--- src/lpr_pkg.sv ---
// ----------------------------------------------------------------------------
// lpr_pkg
// Shared types, status codes and index helpers of the packet ring.
// ----------------------------------------------------------------------------
package lpr_pkg;

  localparam int RING_DEPTH = 1024;
  localparam int IDX_W = $clog2(RING_DEPTH);
  localparam int CNT_W = IDX_W + 1;

  localparam logic [2:0] ST_OK         = 3'd0;
  localparam logic [2:0] ST_NO_DATA    = 3'd1;
  localparam logic [2:0] ST_OVERFLOW   = 3'd2;
  localparam logic [2:0] ST_TOO_BIG    = 3'd3;
  localparam logic [2:0] ST_CORRUPTED  = 3'd4;
  localparam logic [2:0] ST_BAD_ARGS   = 3'd5;

  typedef enum logic [1:0] {
    OP_WRITE = 2'd0,
    OP_READ  = 2'd1,
    OP_SKIP  = 2'd2,
    OP_CLEAR = 2'd3
  } op_t;

  typedef enum logic [1:0] {
    S_IDLE,
    S_EXEC,
    S_HDR
  } state_t;

  // One queued request beat.
  typedef struct packed {
    op_t         op;
    logic [31:0] data_word;
    logic        last_word;
    logic [10:0] limit_words;
  } item_t;

  // Ring index plus offset, modulo the active capacity. The sum stays below
  // twice the capacity, so one conditional subtract suffices.
  function automatic logic [IDX_W-1:0] wrap_idx(input logic [IDX_W-1:0] a,
                                                input logic [CNT_W-1:0] b,
                                                input logic [CNT_W-1:0] cap);
    logic [CNT_W:0] sum;
    sum = {2'b00, a} + {1'b0, b};
    if (sum >= {1'b0, cap}) begin
      sum = sum - {1'b0, cap};
    end
    return sum[IDX_W-1:0];
  endfunction

endpackage

--- src/lpr_front.sv ---
// ----------------------------------------------------------------------------
// lpr_front
// Accepts request beats, decodes the request type and queues them.
// ----------------------------------------------------------------------------
module lpr_front import lpr_pkg::*; (
  input  logic        clk,
  input  logic        rst,
  input  logic        in_valid,
  output logic        in_ready,
  input  logic [1:0]  req_type,
  input  logic [31:0] data_word,
  input  logic        last_word,
  input  logic [10:0] limit_words,
  output logic        q_valid,
  output item_t       q_item,
  input  logic        q_pop
);

  item_t      slots [2];
  logic       wr_ptr;
  logic       rd_ptr;
  logic [1:0] count;
  logic       push;
  logic       pop;
  item_t      new_item;

  // Classify the incoming beat.
  always_comb begin
    new_item.op          = op_t'(req_type);
    new_item.data_word   = data_word;
    new_item.last_word   = last_word;
    new_item.limit_words = limit_words;
  end

  assign in_ready = (count != 2'd2);
  assign push     = in_valid && in_ready;
  assign q_valid  = (count != 2'd0);
  assign pop      = q_pop && q_valid;
  assign q_item   = slots[rd_ptr];

  // Two-entry queue pointers.
  always_ff @(posedge clk) begin
    if (rst) begin
      wr_ptr <= 1'b0;
      rd_ptr <= 1'b0;
      count  <= 2'd0;
    end else begin
      if (push) wr_ptr <= ~wr_ptr;
      if (pop)  rd_ptr <= ~rd_ptr;
      count <= count + {1'b0, push} - {1'b0, pop};
    end
  end

  // Queue storage.
  always_ff @(posedge clk) begin
    if (push) slots[wr_ptr] <= new_item;
  end

endmodule

--- config.mk ---
export PLATFORM = sky130hd
export DESIGN_NAME = lpr_front
export DESIGN_NICKNAME = d
export VERILOG_FILES = /design/src/lpr_pkg.sv /design/src/lpr_front.sv
export SDC_FILE = /design/constraint.sdc
export NUM_CORES = 1
export LEC_CHECK = 0
export ABC_AREA = 1
export BUFFER_PORTS_ARGS = -buffer_cell sky130_fd_sc_hd__buf_4
export CORE_UTILIZATION = 52
export DETAILED_ROUTE_END_ITERATION = 6
export HOLD_SLACK_MARGIN = 0.15
export PLACE_DENSITY_LB_ADDON = 0.08
export RECOVER_POWER = 50
export SLEW_MARGIN = 20
export SYNTH_ARGS = -nofsm -noshare
export SYNTH_HDL_FRONTEND = slang
export SYNTH_SLANG_ARGS = --single-unit
--- constraint.sdc ---
create_clock -name clk -period 4.1 [get_ports clk]
set_input_delay 0.82 -clock clk [delete_from_list [all_inputs] [get_ports clk]]
set_output_delay 0.82 -clock clk [all_outputs]
set_load 0.02 [all_outputs]
==> results of run 1 <==
-- cell type report --
cell class | count | area, um^2
Clock buffer | 11 | 131
Clock inverter | 4 | 68.8
Fill cell | 505 | 2180
Inverter | 8 | 30.0
Multi-Input combinational cell | 70 | 782
Sequential cell | 97 | 2860
Tap cell | 96 | 120
Timing Repair Buffer | 99 | 729
-- worst paths after layout --
path | startpoint | endpoint | depth (start not counted)
setup / recovery | in_valid | slots[0][30] | 4
hold / removal | rd_ptr | flop | 2
hold reg to reg | rd_ptr | flop | 2
setup reg to reg | count[0] | slots[0][30] | 5
-- worst max-delay path, cell delays in order --
cell and delay [ns]:
buf_4 0.09, nand2_1 0.08, nor2_1 1.22, buf_4 0.55
-- sequential cells by signal, summed over array words and instances, names as in the netlist, named ones only --
name / count
wr_ptr: 1
rd_ptr: 1
slots: 92
count: 2
-- power groups by stage --
| stage | clock, mW | sequential, mW | combinational (mW) |
|---|---|---|---|
| after detailed placement | 0 | 1.35 | 0.912 |
| after floorplan | 0 | 1.31 | 0.657 |
| final | 0.629 | 1.33 | 0.885 |
| after CTS | 0.641 | 1.33 | 0.915 |
| after global routing | 0.690 | 1.34 | 0.950 |
| after global placement | 0 | 1.34 | 0.904 |
-- routing by layer --
metal | part of all wire, % | track usage [%]
met2 | 52 | 26.1
met5 | 0 | 0
met4 | 0.94 | 6.26
met3 | 5.8 | 4.45
met1 | 41 | 19.9
-- metrics by stage --
step,total power [mW],area [um^2]
finish,2.84,4730
global route,2.98,4730
CTS,2.89,4760
detailed placement,2.26,4560
global placement,2.25,4560
floorplan,1.97,3770
-- cells by family after synthesis --
| family | share of synthesized area, % |
|---|---|
| simple gates | 2.09 |
| mux | 17.7 |
| compound gates | 0.266 |
| flops | 76.0 |
| fa+ha+maj | 0.664 |
| buf+inv | 3.22 |
-- cells in the mapped netlist (all sizes together) --
library cell / n / area share, %
edfxtp: 92 / 73
nand2: 8 / 0.80
mux2: 46 / 18
nand3: 3 / 0.40
dfxtp: 5 / 2.7
inv: 8 / 0.80
nor2: 9 / 0.90
a21oi: 2 / 0.27
ha: 2 / 0.66
buf: 5 / 2.4
==> summary.md, run 1 <==
| Metric | Value |
|---|---|
| Outcome | `finished with violations` |
| Failing checks | `capacitance limit, slew limit` |
| Combinational power share | `31.2%` |
| Minimum hold slack | `0.515 ns` |
| Maximum vdd drop | `around 370 uV` |
| Most frequent cells in the layout | `edfxtp_1 (92), buf_4 (49), clkbuf_4 (42)` |
| Switching share of power | `28.5%` |
| Commonest non-fill, non-tap cell in the layout | `edfxtp_1` |
| Synthesized area per cell | `20.9 um^2` |
| CTS Buf Count | `9` |
| Fmax | `between 0.3 and 0.4 GHz` |
| Crit Path Class | `input pin to flop` |
| Clk buf depth | `2` |
| Vias per cell | `4.83` |
| Relative slew slack | `-22.1%` |
| Critical Path AT | `2.79 ns` |
| Hold WC Path Type | `flop to flop` |
| Layout Skew | `0.00904 ns` |
| Final RePlAce weighted congestion | `0.673` |
| Root Driver | `clkbuf_8` |
| Data required, critical path | `slightly above 4 ns` |
| Cts hold-fix bufs | `0` |
| Vias in the first global route | `~1800` |
| Sequential power share | `46.7%` |
| Clock Latency Late Sink | `0.34 ns` |
| Die Area | `0.00759 mm^2` |
| R2r setup slk | `around 1.3 ns` |
| Max-cap violations | `2` |
| Final worst setup slack | `1.31 ns` |
| Die width | `87.1 um` |
| TNS Setup | `0 ns` |
| Mapped Area | `0.00377 mm^2` |
| Total Routing Usage GR | `15.8%` |
| Leakage | `1.86 nW` |
| Starting Density | `54.5%` |
| Core area | `0.00691 mm^2` |
| First-pass GRT wire length | `8.70 mm` |
| Clk pwr share | `22.1%` |
| PD cells | `601 mW/mm^2` |
| Worst Tran Pin Value | `roughly 1.8 ns` |
| Internal power | `2.03 mW` |
| Largest net degree at the start of global routing | `47` |
| CP Max Fanout | `29` |
| Syn_nets | `between 200 and 250` |
| CP startpoint kind | `input pin` |
| Number of clock sinks | `97` |
| Die H | `87.1 um` |
| Placed cells | `370` |
| Final core occ | `68.4%` |
| Vias | `between 1500 and 2000` |
| Synth-to-Final Area Change | `25.5%` |
| Initial antenna violation count | `0` |
| Syn. warnings | `0` |
| Period utilization | `68.1%` |
| RSZ-0062 raised after global routing | `no` |
| Antenna Nets Post-Route | `0` |
| Layout cells sized above 1 | `52.2%` |
| Io pins | `between 90 and 100` |
| Min Tclk post-route | `2.79 ns` |
| WL final | `5.63 mm` |
| Critical path capture point type | `flop` |
| Setup slack at placement | `1.64 ns` |
| Finished Layout Cells | `385` |
| Total grt overflow | `0` |
| Count of final max-slew check failures | `66` |
| Drt pass-1 iters | `4` |
| # rows | `30` |
| Yosys reg bits | `97` |
| Ant diodes | `0` |
| Seq/Total Area, Yosys | `around three quarters` |
| Final hold vios | `0` |
| Nets | `337` |
| Sw power | `a little over 0.8 mW` |
| Netlist cell types | `12` |
| Final setup violation count | `0` |
| Gates resized, CTS repair | `0` |
| # DRC | `0` |
| Post-CTS Setup Inserts | `0` |
| Worst-path clk slew | `0.08 ns` |
| CTS tree | `yes` |
| 1st-iter DRT viols | `111` |
| H-tree levels | `3` |
| I/O Buffers | `between 90 and 100` |
| Cell count after synthesis | `180` |
| Routed WL per cell | `~15 um` |
| Final HPWL DP | `3.72 mm` |
Note: power is estimated with default switching activity, not from simulation.
==> run 2, diff against run 1 <==
--- a/config.mk
+++ b/config.mk
@@ -5,9 +5,9 @@
 export SDC_FILE = /design/constraint.sdc
 export NUM_CORES = 1
 export LEC_CHECK = 0
-export ABC_AREA = 1
+export ABC_AREA = 0
 export BUFFER_PORTS_ARGS = -buffer_cell sky130_fd_sc_hd__buf_4
-export CORE_UTILIZATION = 52
+export CORE_UTILIZATION = 47
 export DETAILED_ROUTE_END_ITERATION = 6
 export HOLD_SLACK_MARGIN = 0.15
 export PLACE_DENSITY_LB_ADDON = 0.08
==> constraint.sdc (replaced) <==
create_clock -name clk -period 2.4 [get_ports clk]
set_input_delay 0.48 -clock clk [delete_from_list [all_inputs] [get_ports clk]]
set_output_delay 0.48 -clock clk [all_outputs]
set_load 0.02 [all_outputs]
==> run 2 against run 1 <==
Net effect: the flow now finishes without violations; hold slack worse by 0.18 ns; via count fell by 3.1%; flip-flop and latch count unchanged; die area grew 10%; register-to-register slack worse by 0.86 ns; sequential power grew 69%; critical path depth down 1; utilization down 6.1 points; combinational power rose by 77%.
==> summary.md, run 2 <==
| Metric | Value |
|---|---|
| # DRC | `0 (unchanged)` |
| CP Max Fanout | `18 (-38%)` |
| Routed WL per cell | `14.8 um (+1.4%)` |
| Worst-path clk slew | `0.09 ns (about the same)` |
| Gates resized, CTS repair | `0 (unchanged)` |
| Final setup violation count | `0 (unchanged)` |
| Netlist cell types | `17 (+5)` |
| Data required, critical path | `1.92 ns (-2.18 ns)` |
| Synthesized area per cell | `22.5 um^2 (+7.5%)` |
| Cts hold-fix bufs | `0 (unchanged)` |
| Post-synth top cells | `edfxtp_1 (92), mux2_4 (40), mux2_2 (7)` |
| Clk buf depth | `2 (unchanged)` |
| I/O Buffers | `97 (unchanged)` |
| Relative slew slack | `22.6% (+45 points)` |
| Largest net degree at the start of global routing | `27 (-43%)` |
| Die H | `91.4 um (+4.9%)` |
| Seq/Total Area, Yosys | `76.2% (+0.23 points)` |
| Post-synth EDFFs | `92 (unchanged)` |
| Area leader, netlist | `edfxtp_1` |
| Footprint of the multi-input gates | `803 um^2 (+2.7%)` |
| Area share of the largest cell type after synthesis | `73.6% (+0.22 points)` |
| RSZ-0062 raised after global routing | `no` |
| Die width | `91.4 um (+4.9%)` |
| Most used DFF post-synth | `edfxtp_1` |
| Io pins | `98 (unchanged)` |
| Mapped Area | `0.00375 mm^2 (-0.30%)` |
| Biggest regs | `slots: 92 flops, count: 2 flops` |
| Syn. warnings | `0 (unchanged)` |
| Vias in the first global route | `1861 (+5.7%)` |
| Drt pass-1 iters | `4 (unchanged)` |
| Worst Tran Pin Value | `1.16 ns (-0.669 ns)` |
| 1st-iter DRT viols | `56 (-50%)` |
| Minimum hold slack | `0.332 ns (-0.184 ns)` |
| Leakage | `1.87 nW (+0.52%)` |
| Critical path capture point type | `output port` |
| Ant diodes | `0 (unchanged)` |
| Commonest non-fill, non-tap cell in the layout | `edfxtp_1` |
| Critical Path AT | `1.68 ns (-1.11 ns)` |
| Max-cap violations | `0 (-2)` |
| Register area | `0.00287 mm^2 (about the same)` |
| PD cells | `1070 mW/mm^2 (+78%)` |
| Maximum vdd drop | `696 uV (+87%)` |
| Post-CTS Setup Inserts | `0 (unchanged)` |
| Async SR Flop Fraction | `0% (unchanged)` |
| Cell count after synthesis | `167 (-7.2%)` |
| Synth top area cells | `edfxtp_1 (74%), mux2_4 (16%), dfxtp_1 (2.7%), buf_12 (2.1%), mux2_2 (2.1%)` |
| Vias per cell | `4.69 (-2.9%)` |
| Crit Path Class | `flop to output port` |
| Die Area | `0.00835 mm^2 (+10%)` |
| Yosys reg bits | `97 (unchanged)` |
| Synth-to-Final Area Change | `28.3%` |
| Total grt overflow | `0 (unchanged)` |
| Final hold vios | `0 (unchanged)` |
| Layout Skew | `0.0100 ns (+0.000976 ns)` |
| Period utilization | `89.8%` |
| Total Routing Usage GR | `14.9% (-0.88 points)` |
| WL final | `5.70 mm (+1.2%)` |
| # rows | `32 (+6.7%)` |
| CTS tree | `yes` |
| Syn_nets | `219 (-5.6%)` |
| Most flop-heavy register | `slots` |
| Max FFs per register | `92 (unchanged)` |
| First-pass GRT wire length | `9.03 mm (+3.7%)` |
| Worst path slowest cell | `dfxtp_4` |
| Antenna Nets Post-Route | `0 (unchanged)` |
| Hold Path Depth | `1 (-1)` |
| Worst-path cell chain | `buf_4 -> mux2_2 -> buf_4` |
| Nets | `329 (-2.4%)` |
| Min Tclk post-route | `around 2.2 ns` |
| Largest stage delay on the critical path | `0.57 ns (-0.65 ns)` |
| CP startpoint kind | `flop` |
| Outcome | `complete, no violations` |
| Final RePlAce weighted congestion | `0.687 (+2.1%)` |
| Clock Latency Late Sink | `0.35 ns (about the same)` |
| Root Driver | `clkbuf_8` |
| H-tree levels | `3 (unchanged)` |
| Starting Density | `48.6% (-5.9 points)` |
| CP most frequent cell | `buf_4` |
| Layout cells sized above 1 | `56.7% (+4.5 points)` |
| Vias | `1800 (-3.1%)` |
| TNS Setup | `0 ns (unchanged)` |
| Fmax | `~0.46 GHz` |
| Most frequent cells in the layout | `edfxtp_1 (92), buf_4 (55), mux2_4 (40)` |
| Final-layout fill cell count | `600 (+19%)` |
| Count leader, synth | `edfxtp_1` |
| Initial antenna violation count | `0 (unchanged)` |
| CTS Buf Count | `9 (unchanged)` |
| Final HPWL DP | `3.87 mm (+4.0%)` |
| Count of final max-slew check failures | `0 (-100%)` |
| Hold WC Path Type | `input pin to flop` |
| FF-to-FF path depth | `3 (-2)` |
| Number of clock sinks | `97 (unchanged)` |
| Core area | `0.00773 mm^2 (+12%)` |
-- run 2: path summary, 6_finish.rpt --
path | startpoint | end | slack (ns)
setup / recovery | flop | q_item[4] | 0.24
hold / removal | data_word[0] | slots[1][12] | 0.33
setup reg to reg | count[0] | slots[1][23] | 0.45
hold reg to reg | rd_ptr | rd_ptr | 0.53
-- run 2: stage by stage --
stage	area, um^2	setup WS, ns	instances	utilization (%)	power, mW
2_1_floorplan	3760	0.153	167	-	3.38
3_3_place_gp	4600	0.604	368	59.5	3.88
3_5_place_dp	4600	0.599	368	59.5	3.90
4_1_cts	4860	0.208	384	62.9	5.24
5_1_grt	4820	0.149	384	62.3	5.39
6_report	4820	0.244	384	62.3	5.15
-- run 2: layer usage --
metal / wire length [um] / part of all wire (%) / GRT usage [%] / vias to the layer above
met4: 59 / 1.0 / 7.54 / 0
met1: 2370 / 42 / 17.6 / 875
met3: 225 / 4.0 / 3.52 / 4
met5: 0 / 0 / 0 / -
met2: 3040 / 53 / 25.5 / 52
li1: - / - / - / 869
-- run 2: logic make-up after synthesis --
logic type / after synthesis / synth area share, %
AOI/OAI and AO/OA: 1 / 0.200
xor gates and xnor gates: 3 / 0.700
adders and majority gates: 2 / 0.666
buffers and inverters: 6 / 2.53
DFF: 97 / 76.2
muxes: 47 / 18.1
and+or+nand+nor: 11 / 1.57
-- run 2: where the power goes --
| part | switching (mW) | internal, mW | total, mW |
|---|---|---|---|
| Sequential | 0.119 | 2.13 | 2.25 |
| Clock | 0.535 | 0.799 | 1.33 |
| Combinational | 0.757 | 0.814 | 1.57 |
-- run 2: cell type report --
class / count / area share, %
well taps: 102 / 2.65
clock buffers: 9 / 2.57
inverters: 1 / 0.0779
clock inverters: 7 / 2.94
flip-flops and latches: 97 / 59.5
multi-input cells: 64 / 16.7
repair buffers: 104 / 15.6
-- run 2: worst max-delay path, delay by kind of cell (launching register included) --
family	cells	cell delay, ns
flops	1	0.57
mux	1	0.35
buf+inv	2	0.41
